<file path="src/hdl/rollback_union_find_unit_macros.svh">
// ----------------------------------------------------------------------------
// rollback union-find assertion macros
// shared property wrappers, sampled on clk, off during reset
// ----------------------------------------------------------------------------
`ifndef ROLLBACK_UNION_FIND_UNIT_MACROS_SVH
`define ROLLBACK_UNION_FIND_UNIT_MACROS_SVH

// same-cycle implication
`define RUF_ASSERT_NOW(lbl, ante, cons, msg) \
	lbl: assert property (@(posedge clk) disable iff (!arst_n) (ante) |-> (cons)) \
		else $error(msg);

// next-cycle implication
`define RUF_ASSERT_NEXT(lbl, ante, cons, msg) \
	lbl: assert property (@(posedge clk) disable iff (!arst_n) (ante) |=> (cons)) \
		else $error(msg);

`endif

</file>
<file path="src/hdl/ruf_pkg.sv">
// ----------------------------------------------------------------------------
// ruf_pkg
// types and constants shared by the rollback union-find unit
// ----------------------------------------------------------------------------
package ruf_pkg;

	localparam int NODES       = 1024;
	localparam int NODE_W      = $clog2(NODES);
	localparam int SIZE_W      = NODE_W + 1;
	localparam int STACK_DEPTH = NODES - 1;
	localparam int DEPTH_W     = NODE_W;
	localparam int CNT_W       = 11;

	localparam logic CMD_JOIN     = 1'b0;
	localparam logic CMD_ROLLBACK = 1'b1;

	localparam logic [1:0] ST_DONE      = 2'd0;
	localparam logic [1:0] ST_SAME      = 2'd1;
	localparam logic [1:0] ST_UNDERFLOW = 2'd2;

	localparam logic ALU_ADD = 1'b0;
	localparam logic ALU_SUB = 1'b1;

	typedef struct packed {
		logic [SIZE_W-1:0] size;
		logic [NODE_W-1:0] parent;
	} node_ent_t;

	typedef struct packed {
		logic [NODE_W-1:0] keep;
		logic [NODE_W-1:0] hung;
	} stk_ent_t;

	typedef struct packed {
		logic              we;
		logic [NODE_W-1:0] waddr;
		node_ent_t         wdata;
		logic [NODE_W-1:0] raddr;
	} node_req_t;

	typedef struct packed {
		logic               we;
		logic [DEPTH_W-1:0] waddr;
		stk_ent_t           wdata;
		logic [DEPTH_W-1:0] raddr;
	} stk_req_t;

	typedef struct packed {
		logic               valid;
		logic [1:0]         status;
		logic [DEPTH_W-1:0] depth;
	} res_t;

endpackage

</file>
<file path="src/hdl/ruf_alu.sv">
// ----------------------------------------------------------------------------
// ruf_alu
// shared size adder / subtractor, borrow doubles as the size compare
// ----------------------------------------------------------------------------
module ruf_alu
	import ruf_pkg::*;
(
	input  logic              op,
	input  logic [SIZE_W-1:0] a,
	input  logic [SIZE_W-1:0] b,
	output logic [SIZE_W-1:0] res,
	output logic              borrow
);

	logic [SIZE_W:0] full;

	always_comb begin
		if (op == ALU_SUB) begin
			full = {1'b0, a} - {1'b0, b};
		end else begin
			full = {1'b0, a} + {1'b0, b};
		end
	end

	assign res    = full[SIZE_W-1:0];
	assign borrow = (op == ALU_SUB) ? full[SIZE_W] : 1'b0;

endmodule

</file>
<file path="config.mk">
export PLATFORM = sky130hd
export DESIGN_NAME = ruf_alu
export DESIGN_NICKNAME = d
export VERILOG_FILES = /design/src/hdl/rollback_union_find_unit_macros.svh /design/src/hdl/ruf_pkg.sv /design/src/hdl/ruf_alu.sv
export SDC_FILE = /design/constraint.sdc
export NUM_CORES = 1
export LEC_CHECK = 0
export BUFFER_PORTS_ARGS = -buffer_cell sky130_fd_sc_hd__buf_4
export CORE_MARGIN = 5
export CORE_UTILIZATION = 45
export DETAILED_ROUTE_END_ITERATION = 12
export PLACE_DENSITY = 0.78
export SLEW_MARGIN = 20
export SYNTH_ARGS = -nofsm -noshare
export SYNTH_HDL_FRONTEND = slang
export SYNTH_SLANG_ARGS = --single-unit
</file>
<file path="constraint.sdc">
create_clock -name vclk -period 4.9
set_clock_uncertainty 0.2 [all_clocks]
set_input_delay 0.98 -clock vclk [all_inputs]
set_output_delay 0.98 -clock vclk [all_outputs]
set_load 0.02 [all_outputs]
</file>
==> key figures <==
Synthesis
  • Cell count after synthesis: between 90 and 100
  • Mapped Avg Cell Area: 7.35 sq um
  • Sequential area share after synthesis: 0
  • Warnings, synthesis: 0
  • Synthesized area: roughly 700 sq um
  • Post-Synthesis Net Count: between 100 and 150
  • Synth unique cells: 28

Critical path
  • Critical path type: input port to output pin
  • Worst path slowest cell: nor4_1
  • Worst EP arrival: between 3 and 4 ns
  • Crit Path Max Fanout: 6
  • Crit. End Element: output pin
  • Worst path bufs/invs: 2
  • Delay of the slowest critical-path stage: 0.41 ns
  • CP delay by family, top: simple AND/OR/NAND/NOR gates
  • Worst path cell trace: buf_4 > nor4_1 > nand2_1 > nor2_1 > nor2_1 > xnor2_1 > ha_1 > a21oi_2 > nand2_1 > a2111o_1 > o221ai_2 > xnor2_1 > buf_4
  • Critical Path RT: roughly 3.7 ns
  • Crit start category: input port

Floorplan
  • Die Area: approximately 2400 sq um
  • Cell row count: 14
  • Die X: around 49 um
  • I/O pins: 35
  • Initial core utilization: 0.464
  • Core area: ~1500 sq um
  • Die H: about 49 um

Place
  • Cell Area, Placed: 970 sq um
  • Routability cong.: around 0.81
  • Post-DP HPWL: 1590 um
  • Port Buf Inserts: 35
  • Worst slack, placed: approximately 0.2 ns

Finish
  • P&R area growth vs syn: 42.5%
  • Layout cells sized above 1: 0.320
  • Register area: 0 sq um
  • Final core utilization: 0.662
  • Fillers: roughly 150
  • ANT cells: 0
  • Net count, final: roughly 170
  • Multi-input gate area: 661 sq um
  • Number of clock buffers in the layout: 0
  • Final non-filler cell area: 973 sq um
  • Seq cells: 0

Drt
  • Iteration-0 DRC Markers: 16
  • Post-Route WL: roughly 1800 um
  • DR pass1 iterations: 4
  • Drt wl/cell: between 10 and 15 um
  • Vias per inst: around 5.4
  • Via count: 782
  • DRT antenna net count: 0
  • # DRC: 0

Power and ir drop
  • Max VDD drop: between 90 and 100 uV
  • Leak Pwr: ~0.47 nW
  • Power density over the cells: 229 nW/um^2
  • PnR Total Power: roughly 0.22 mW

Flow run
  • Max-cap viol count: 0

Hold path
  • Worst min path class: input port to output pin

Timing
  • Final Setup Violations: 0
  • Max-slew violations: 0
  • Post-route minimum period: ~4.6 ns
  • Slew margin rel.: 0.720
  • Final hold vios: 0
  • Setup slack after layout: between 0.3 and 0.4 ns
  • RSZ-0062 raised after global routing: false
  • Period utilisation layout: 0.932
  • Setup TNS: 0 ns
  • Fmax: ~220 MHz
  • Actual slew at the worst max-slew pin: 0.416 ns

Global routing
  • Gr usage total: 0.144
  • Initial antenna violation count: 0
  • Largest net degree at the start of global routing: 12
  • Grt total ovfl: 0
  • GR peak layer: met2
  • GR Util met1: 0.200
  • Met2 usage: 0.257
  • First-pass GRT wire length: 3010 um
  • Grt met3 use: 0.00306
  • Vias in the first global route: 704

Outcome
  • Outcome: completed

Clock network
  • Post-CTS Setup Bufs: 0
## layout by cell type (no fill, tap or decap)
| cell type | instances |
|---|---|
| buf_4 | 36 |
| nand2_1 | 6 |
| xnor2_1 | 17 |
| fa_1 | 1 |
| o21ai_0 | 2 |
| o21a_1 | 2 |
| a21oi_1 | 9 |
| nor2_1 | 9 |
| nand4_1 | 1 |
| ha_1 | 12 |
| xor2_1 | 1 |
| a2111o_1 | 1 |
| nor4_1 | 1 |
| and3b_1 | 1 |
| o21bai_1 | 1 |
| a21boi_0 | 1 |
| inv_1 | 6 |
| o2111ai_1 | 1 |
| mux2i_1 | 1 |
| o31ai_1 | 2 |
| nor3_1 | 2 |
| o221ai_2 | 1 |
| nand3_1 | 3 |
| a31o_2 | 2 |
| a21o_1 | 2 |
| a21oi_2 | 1 |
| a211oi_2 | 1 |
| nor2b_1 | 3 |
| a31oi_1 | 2 |
## power breakdown
group | switching, mW | internal, mW
Combinational | 0.117 | 0.105
Clock | 0 | 0
Sequential | 0 | 0
Total | 0.117 | 0.105
## synth_stat cells (all sizes together)
library cell	count	share of area
xnor2	17	0.22
ha	12	0.22
a21oi	10	0.073
nor2	9	0.049
inv	6	0.033
nand2	6	0.033
nand3	3	0.022
nor2b	3	0.027
a21o	2	0.022
a31o	2	0.026
a31oi	2	0.018
nor3	2	0.015
o21a	2	0.022
o21ai	2	0.015
o31ai	2	0.022
a2111o	1	0.016
a211oi	1	0.018
a21boi	1	0.011
and3b	1	0.013
clkbuf	1	0.0055
fa	1	0.029
mux2i	1	0.015
nand4	1	0.0092
nor4	1	0.0092
o2111ai	1	0.013
o21bai	1	0.011
o221ai	1	0.022
xor2	1	0.013
## cell families after synthesis
group,share of synthesized area
XOR/XNOR,0.231
adder cells (fa/ha/maj),0.249
multiplexers,0.0147
buffers and inverters,0.0385
AO/OA/AOI/OAI,0.289
AND/OR/NAND/NOR,0.178
## routing by layer
metal / part of all wire / vias up
li1: - / 410
met1: 0.45 / 354
met2: 0.51 / 16
met3: 0.037 / 2
met4: 0.0051 / 0
met5: 0 / -
## tightest hold or removal path: stages
cell and delay [ns]:
buf_4 0.09, ha_1 0.11, inv_1 0.03, buf_4 0.14
## worst paths after layout
check	slack, ns	from	to	depth (start not counted)
setup / recovery	0.33	b[4]	res[10]	13
hold / removal	2.14	b[0]	res[0]	4
## stage by stage
stage,instances,hold WS [ns]
finish,144,2.14
global route,144,2.17
CTS,144,2.14
detailed placement,144,2.14
global placement,144,2.14
floorplan,93,1.94
## final cells by class
type / count / share of cell area
multi-input combinational: 86 / 0.679
inverter: 6 / 0.0231
tap: 16 / 0.0206
timing repair buffer: 36 / 0.278
## what timing repair did
item | CTS | global route
setup endpoints to repair | 0 | 1
hold buffers | 0 | 0
resized for setup | 0 | 1
Note: power is estimated with default switching activity, not from simulation.
